**config.mk**
```make
export PLATFORM = sky130hd
export DESIGN_NAME = ctf_sqrt
export DESIGN_NICKNAME = d
export VERILOG_FILES = /design/src/hw/rtl/ctf_sqrt.sv
export SDC_FILE = /design/constraint.sdc
export NUM_CORES = 1
export LEC_CHECK = 0
export ABC_CLOCK_PERIOD_IN_PS = 2450
export BUFFER_PORTS_ARGS = -buffer_cell sky130_fd_sc_hd__clkbuf_2
export CAP_MARGIN = 20
export CORE_MARGIN = 4
export CORE_UTILIZATION = 40
export CTS_CLUSTER_DIAMETER = 60
export CTS_CLUSTER_SIZE = 16
export DETAILED_ROUTE_END_ITERATION = 8
export HOLD_SLACK_MARGIN = 0.12
export SYNTH_ARGS = -nofsm -noshare
export SYNTH_HDL_FRONTEND = slang
export SYNTH_SLANG_ARGS = --single-unit
```
**constraint.sdc**
```tcl
create_clock -name clk -period 2.45 [get_ports clk]
set_clock_uncertainty 0.2 [all_clocks]
set_input_delay 0.49 -clock clk [delete_from_list [all_inputs] [get_ports clk]]
set_output_delay 0.49 -clock clk [all_outputs]
set_load 0.005 [all_outputs]
```
**src/hw/rtl/ctf_sqrt.sv**
```systemverilog
module ctf_sqrt (
	input  logic        clk,
	input  logic        arst_n,
	input  logic        start,
	input  logic [31:0] radicand,
	output logic        done,
	output logic [15:0] root
);
	logic [15:0] res_q;
	logic [4:0]  cnt_q;
	logic        busy_q;
	logic [17:0] trial;

	always_comb begin
		trial = {res_q, 2'b01};
	end

	logic [31:0] n_q;
	logic [33:0] acc_q;

	always_ff @(posedge clk or negedge arst_n) begin
		if (!arst_n) begin
			busy_q <= 1'b0;
			done <= 1'b0;
			cnt_q <= '0;
		end else begin
			done <= 1'b0;
			if (start) begin
				busy_q <= 1'b1;
				cnt_q <= 5'd0;
			end else if (busy_q) begin
				cnt_q <= cnt_q + 5'd1;
				if (cnt_q == 5'd15) begin
					busy_q <= 1'b0;
					done <= 1'b1;
				end
			end
		end
	end

	always_ff @(posedge clk) begin
		if (start) begin
			n_q <= radicand;
			acc_q <= '0;
			res_q <= '0;
		end else if (busy_q) begin
			n_q <= {n_q[29:0], 2'b00};
			if ({acc_q[31:0], n_q[31:30]} >= {16'd0, trial}) begin
				acc_q <= {acc_q[31:0], n_q[31:30]} - {16'd0, trial};
				res_q <= {res_q[14:0], 1'b1};
			end else begin
				acc_q <= {acc_q[31:0], n_q[31:30]};
				res_q <= {res_q[14:0], 1'b0};
			end
		end
	end

	assign root = res_q;
endmodule

```
# After elaboration in Yosys (flattened, before gate mapping)
# Cells that the tools add are included.
[word_totals]
wordCells = 23
out_inout_bits = 17
ff_bits = 87
[op_classes]
add_sub_neg = 2
n_eq_ne = 1
order_cmp = 1
muxes = 12
reduce_logical = 1
[ops]
columns = ["operator", "count"]
rows = [
  ["$mux W32", 3],
  ["$ge A34 B18 Y1", 1],
  ["$sub A32 B18 Y32", 1],
  ["$mux W5", 2],
  ["$mux W1", 7],
  ["$add A5 B1 Y5 const B", 1],
  ["$eq A5 B4 Y1 const B", 1],
  ["$reduce_bool A2 Y1", 1],
]

# Logic depth before layout (Yosys ltp)
# Gate-level depths: netlist (run 1).
[logic_depth]
depth_word = 4
depth_mapped = 12

# Least setup slack after synthesis (run 1)
# OpenSTA, ideal clock, no wires.
[synth_path]
path_type = "register -> register"
from = "register res_q[11], in the netlist root[11]"
to = "register acc_q[24]"
path_buffers = 2
stages_incl_launch_ff = 12
arrival_time_ps = 2457
required_ps = 2162
synth_period_minus_slack_ps = 2745
setup_ps = 88
path_slack_ps = -295
cell_sequence = "dfxtp_1 inv_1 ha_1 buf_4 a21o_1 a311oi_1 nor3_1 a211oi_2 buf_4 nand3_1 or3_1 a311oi_2"
[synth_via]
elab_chain_len = 2
elab_cells_between_ends = 3
cone_classes = "add/sub: 1; order compare: 1; mux: 1"
[synth_rtl]
columns = ["item", "line_no", "text"]
rows = [
  ["start: declaration", "9", "logic [15:0] res_q;"],
  ["start signal: assignment", "50", "res_q <= {res_q[14:0], 1'b1};"],
  ["start signal: assignment", "53", "res_q <= {res_q[14:0], 1'b0};"],
  ["$sub A32 B18 Y32 or $ge A34 B18 Y1 (tied branches)", "49, 48", ""],
  ["$mux W32 *", "48", "if ({acc_q[31:0], n_q[31:30]} >= {16'd0, trial}) begin"],
  ["end signal: assignment", "49", "acc_q <= {acc_q[31:0], n_q[31:30]} - {16'd0, trial};"],
  ["end signal: assignment", "52", "acc_q <= {acc_q[31:0], n_q[31:30]};"],
  ["end: declaration", "19", "logic [33:0] acc_q;"],
]
# Every way passes the cells marked *; elsewhere a longest branch is shown, timed or not.
# A chain may end at the register's enable or synchronous reset.

# Worst setup path in the final report (run 1)
[layout_path]
from = "register res_q[13], in the netlist root[13]"
to = "register acc_q[13]"
[layout_via]
elab_chain_len = 2
[layout_rtl]
columns = ["item", "line_no"]
rows = [
  ["$ge A34 B18 Y1", "48"],
  ["$mux W32", "48"],
]
# Every way passes these cells.

==> flow_summary.yaml, run 1 <==
run_status:
  status: "complete, but fails checks"
  violations: "setup timing"
global_routing:
  grt_pass1_wl_um: 20910
  grt_util_all_layers_pct: 17.82
  antenna_found_initial: 0
  grt_overflow: 0
  first_global_vias: 4409
  grt_max_degree: 42
timing:
  rsz0062_at_grt: "yes"
  setup_viol: 31
  fin_ws_ns: -0.1884
  tightestPinTransition_ns: 0.5633
  slew_headroom_pct: 62.31
  min_period_over_period_pct: 107.7
  drv_slew: 0
  tns_ns: -3.556
  layout_min_cycle_time_ns: 2.638
  final-hold-violation-count: 0
  fmax_mhz: 379.0
die:
  fp.dieH_um: 119.8
  rows: 40
  core_area_um2: 12110
  ios: 52
  initial_utilization_pct: 41.31
  die_width_um: 119.8
  dieArea_um2: 14360
yosys:
  synth_edf_count: 32
  synth.distinct_cells: 65
  avgSynthCellArea_um2: 9.850
  synth_fp_nets: 563
  syn-cell-area_um2: 5004
  syn_inst: 508
  async_flop_share_pct: 8.046
  ys_seq_area_share_pct: 41.91
  yosysTopAreaCell: "dfxtp_1"
  synth_area_leaders: "dfxtp_1, edfxtp_1, mux2_2, ha_1, nor2_1"
  synthFlopType: "dfxtp_1"
  yosys_warnings: 0
  ys_ff_latch: 87
  synth_top_cell_area_share_pct: 19.20
  synth_common_cells: "nor2_1, dfxtp_1, nand2_1"
  synthMostInstantiatedCell: "nor2_1"
final_layout:
  fin_cells: 853
  seq_area_um2: 2115
  nNetsFinal: 735
  fill_cells: 1072
  diodes: 0
  drive_above_1_share_pct: 50.80
  multi_input_area_um2: 3159
  area_growth_pct: 44.79
power:
  p_per_area_nw_per_um2: 1231
  vdd_drop_max_v: 0.0005193
  clockPowerShare_pct: 14.9
  power.leakage_uw: 0.003182
  internal_power_uw: 5464
  power_switching_share_pct: 38.75
  p_sw_uw: 3456
  seq_power_share_pct: 22.4
  p_comb_share_pct: 62.7
clocking:
  cts_max_path_buffers: 2
  cts_tree: "yes"
  cts.sinks: 87
  cts.htree.levels: 3
  cts.clk_slew.worst_paths_ns: 0.06
  cts_buffers: 9
  cts_root_buffer: "clkbuf_16"
  clock_latency_ns: 0.36
critical_path:
  crit_path_start_kind: "flop"
  crit_type: "flop to flop"
  cp-end-kind: "flop"
  worstPathRequired_ns: 2.49
  crit_fanout: 5
  cp_data_arrival_time_ns: 2.68
placed_design:
  gp_congestion: 0.8220
  dp_hpwl_um: 8598
  portBuffers: 51
  pre_cts_ws_ns: -0.2866
  placed_cells: 820
route:
  dr.pass1.iters: 5
  vias_per_cell: 5.138
  totalWireLength_um: 12540
  drtAntennaViolNets: 0
  drc_errors: 0
  num_vias: 4383
  wire_per_inst_um: 14.70
  drt_iter0_drc: 163
hold_path:
  min_path_type: "input port to flop"
job:
  drv_cap: 0
[path summary, 6_finish.rpt]
check,startpoint,to,slack (ns),depth (start not counted)
min reg2reg,acc_q[30]$_SDFFE_PP0P_,acc_q[30]$_SDFFE_PP0P_,0.31,2
max reg2reg,root[13]$_SDFFE_PP0P_,acc_q[13]$_SDFFE_PP0P_,-0.19,10
min,radicand[0],n_q[0]$_SDFFCE_PN0P_,0.22,2
min in group asynchronous,arst_n,done$_DFF_PN0_,0.30,2
max in group asynchronous,arst_n,busy_q$_DFF_PN0_,1.57,2
max,root[13]$_SDFFE_PP0P_,acc_q[13]$_SDFFE_PP0P_,-0.19,10
[metal layers]
metal,part of all wire [%],GRT usage (%)
met3,2.5,2.498
met2,48,29.24
met5,0,0
met1,47,23.84
met4,1.9,6.872
[layout by cell type, fill, tap and decap left out, drive strengths merged, types with 4 or more instances in the layout]
cell type and instances:
o21ai 20, ha 20, o211ai 4, clkinv 5, and3 4, xnor2 9
o21bai 4, nor3 9, dfxtp 48, nand4 6, mux2 30, nor2 67
inv 24, nand2 46, edfxtp 32, nand2b 4, a211oi 11, a21oi 16
mux2i 16, nand3 13, xor2 10, a31oi 4, a311oi 22, or3 7
clkbuf 60, buf 138, dfrtp 7, a21o 10
[cells by family (layout without fill, tap and decap cells)]
family                     count (synthesis)  count (layout)  synth area share [%]
AOI/OAI and AO/OA                        112             112                 18.10
xor gates and xnor gates                  19              19                 3.326
adders and majority gates                 20              20                 5.001
buffers and inverters                     51             228                 4.676
DFF                                       87              87                 41.91
muxes                                     46              46                 9.952
and+or+nand+nor                          173             173                 17.03
[power groups by stage]
stage                     logic, µW  clock network, µW  registers, µW
after floorplan                2900                  0           2000
final                          5600               1330           2000
after CTS                      5340               1360           1990
after global placement         4560                  0           1980
after global routing           6050               1400           2030
after detailed placement       4590                  0           1990
[worst max-delay path, stage by stage, from the launching register on]
cell       delay, ns
dfxtp_2         0.33
inv_2           0.05
ha_4            0.25
a21o_1          0.20
a311oi_4        0.34
nor3_4          0.10
a211o_4         0.36
nor2_8          0.18
clkbuf_16       0.18
nand2_2         0.05
a311oi_1        0.29
[cell type report]
cell class                 instances  share of cell area [%]
inverter                          22                   1.140
clock inverter                     7                  0.7772
multi-input combinational        370                   43.61
clock buffer                       9                   3.109
tap                              168                   2.902
timing repair buffer             190                   19.27
sequential                        87                   29.19
[repair_timing]
action                                 4_1_cts  5_1_grt
setup endpoints to repair                   33       33
setup buffers                               13        2
endpoints found under the hold margin        7        0
pin swaps                                   30       14
gates cloned                                 1        0
hold buffers                                 1        0
gates resized for setup                     54       21
[flip-flops by register name (all words and copies together), names as in the netlist]
signal and flops:
busy_q 1, root 16, n_q 32, done 1, acc_q 32, cnt_q 5
[through the flow]
stage / total power (µW) / cell area [µm²] / hold slack, ns / utilization, %
after floorplan: 4905 / 5213 / -0.005591 / -
after global placement: 6542 / 6429 / 0.1302 / 53.08
after detailed placement: 6584 / 6429 / 0.1379 / 53.08
after CTS: 8686 / 7133 / 0.2138 / 58.89
after global routing: 9488 / 7244 / 0.2306 / 59.81
final: 8921 / 7244 / 0.2229 / 59.81
(Power assumes the default switching activity.)
==> inputs of run 2 (changes only) <==
ABC_AREA = 1   (was default)
TNS_END_PERCENT = 50   (was default)
==> flow_summary.yaml, run 2 <==
clocking:
  clock_latency_ns: 0.35
  cts.clk_slew.worst_paths_ns: 0.07
  cts_max_path_buffers: 2
  cts.sinks: 87
  cts_buffers: 9
  cts_tree: "yes"
  cts_root_buffer: "clkbuf_16"
  cts.htree.levels: 3
yosys:
  ys_seq_area_share_pct: 37.23
  syn_inst: 841
  synth_common_cells: "nand2_1, inv_1, nor2_1"
  synthMostInstantiatedCell: "nand2_1"
  synth_area_leaders: "nand2_1, dfxtp_1, edfxtp_1, inv_1, nor2_1"
  async_flop_share_pct: 8.046
  synth.distinct_cells: 42
  synth_fp_nets: 896
  ys_ff_latch: 87
  syn-cell-area_um2: 5633
  synthFlopType: "dfxtp_1"
  avgSynthCellArea_um2: 6.698
  yosys_warnings: 0
  synth_edf_count: 32
  yosysTopAreaCell: "nand2_1"
  synth_top_cell_area_share_pct: 21.52
global_routing:
  grt_max_degree: 32
  first_global_vias: 5075
  grt_pass1_wl_um: 25250
  grt_overflow: 0
  grt_util_all_layers_pct: 19.51
  antenna_found_initial: 0
die:
  rows: 43
  ios: 52
  dieArea_um2: 16050
  initial_utilization_pct: 40.74
  fp.dieH_um: 126.7
  die_width_um: 126.7
  core_area_um2: 13830
timing:
  layout_min_cycle_time_ns: 2.392
  setup_viol: 0
  tightestPinTransition_ns: 0.4062
  min_period_over_period_pct: 97.64
  final-hold-violation-count: 0
  fmax_mhz: 418.0
  slew_headroom_pct: 72.87
  whs_ns: 0.2059
  rsz0062_at_grt: "yes"
  tns_ns: 0
  drv_slew: 0
critical_path:
  rr_startpoint: "root[8]$_SDFFE_PP0P_"
  worstPathRequired_ns: 2.53
  r2r_slack_ns: 0.06
  reg2reg_to: "acc_q[17]$_SDFFE_PP0P_"
  crit_fanout: 19
  crit_type: "flop to flop"
  reg2regPathDepth: 13
  cp-end-kind: "flop"
  cp_data_arrival_time_ns: 2.47
  crit_path_start_kind: "flop"
run_status:
  status: "finished clean"
power:
  power_switching_share_pct: 48.38
  clockPowerShare_pct: 16.1
  vdd_drop_max_v: 0.0006477
  power.leakage_uw: 0.003363
  p_comb_share_pct: 59.7
  internal_power_uw: 4359
  p_sw_uw: 4086
  seq_power_share_pct: 24.2
  p_per_area_nw_per_um2: 1269
hold_path:
  hold_path_startpoint: "radicand[24]"
  whs_path_depth: 3
  min_to: "n_q[24]$_DFFE_PP_"
  min_path_type: "input port to flop"
final_layout:
  fin_util_pct: 48.14
  mostFrequentLayoutCells: "nand2_1, inv_1, nor2_1"
  final_area_um2: 6656
  area_growth_pct: 18.17
  layout_commonest_cell: "nand2_1"
  fin_cells: 1091
  diodes: 0
  drive_above_1_share_pct: 17.67
  nNetsFinal: 961
  fill_cells: 1407
route:
  vias_per_cell: 4.837
  drc_errors: 0
  dr.pass1.iters: 5
  wire_per_inst_um: 13.90
  totalWireLength_um: 15170
  num_vias: 5277
  drtAntennaViolNets: 0
  drt_iter0_drc: 371
job:
  drv_cap: 0
placed_design:
  placed_cell_area_um2: 6196
  dp_hpwl_um: 11730
  placed_cells: 1072
  portBuffers: 51
  gp_congestion: 0.9313
## run 2: changes by cell type in the layout (fill, tap and decap cells not counted), sizes merged, moves of 22 or more
cell    delta
a311oi    -22
nand3     +44
mux2      -30
inv      +106
nand2    +282
buf      -115
## run 2: final cells by class
| class | count | area, µm² | area share, % |
|---|---|---|---|
| Clock buffer | 13 | 260.3 | 3.910 |
| Inverter | 130 | 488.0 | 7.331 |
| Multi-Input combinational cell | 603 | 3083 | 46.32 |
| Sequential cell | 87 | 2098 | 31.52 |
| Timing Repair Buffer | 75 | 475.5 | 7.143 |
| Clock inverter | 3 | 26.28 | 0.3947 |
| Tap cell | 180 | 225.2 | 3.383 |
## run 2: kinds of logic after synthesis
| kind of cell | Yosys count | share of synthesized area (%) |
|---|---|---|
| fa+ha+maj | 20 | 4.442 |
| flops | 87 | 37.23 |
| compound gates | 76 | 7.619 |
| simple gates | 497 | 38.49 |
| xor+xnor | 10 | 1.555 |
| buf+inv | 151 | 10.66 |
## run 2: metrics by stage
step / total power (µW) / setup WS, ns
after global routing: 9232 / -0.08945
final: 8445 / 0.05789
after CTS: 8196 / 0.03187
after global placement: 6791 / -0.01123
after floorplan: 5623 / 0.05412
after detailed placement: 6784 / 0.01740
## run 2: worst max path at each step
stage / start / end / slack (ns)
5_1_grt: root[0]$_SDFFE_PP0P_ / acc_q[17]$_SDFFE_PP0P_ / -0.09
2_1_floorplan: busy_q$_DFF_PN0_ / n_q[0]$_SDFFCE_PN0P_ / 0.05
6_report: root[8]$_SDFFE_PP0P_ / acc_q[17]$_SDFFE_PP0P_ / 0.06
3_5_place_dp: root[7]$_SDFFE_PP0P_ / acc_q[13]$_SDFFE_PP0P_ / 0.02
4_1_cts: root[7]$_SDFFE_PP0P_ / acc_q[14]$_SDFFE_PP0P_ / 0.03
3_3_place_gp: root[7]$_SDFFE_PP0P_ / acc_q[3]$_SDFFE_PP0P_ / -0.01
## run 2: metal layers
metal | vias up | GRT usage (%) | part of all wire [%]
li1 | 2774 | - | -
met1 | 2338 | 27.75 | 49
met2 | 144 | 29.51 | 43
met3 | 21 | 4.000 | 6.3
met4 | 0 | 6.625 | 2.2
met5 | - | 0 | 0
## run 2: worst max-delay path, stage by stage, from the launching register on
cell,delay (ns)
dfxtp_1,0.34
inv_1,0.07
ha_1,0.40
nand2_1,0.15
inv_2,0.10
nand2_1,0.11
nor3_2,0.18
nand2_2,0.13
nand3_4,0.11
buf_12,0.17
nor2_1,0.06
nor2_1,0.16
nand2_1,0.08
o21ai_1,0.06
## run 2: repair_timing
item | CTS | global route
hold endpoints to repair | 7 | 0
pin swaps | 0 | 3
hold buffers | 1 | 0
buffers inserted | 0 | 2
gates resized for setup | 1 | 31
setup endpoints to repair | 4 | 27
## run 2: power by group through the flow
| stage | clock network [µW] | logic (µW) | registers, µW |
|---|---|---|---|
| 4_1_cts | 1390 | 4780 | 2020 |
| 3_3_place_gp | 0 | 4740 | 2050 |
| 6_report | 1360 | 5040 | 2040 |
| 5_1_grt | 1440 | 5720 | 2080 |
| 3_5_place_dp | 0 | 4730 | 2050 |
| 2_1_floorplan | 0 | 3660 | 1960 |
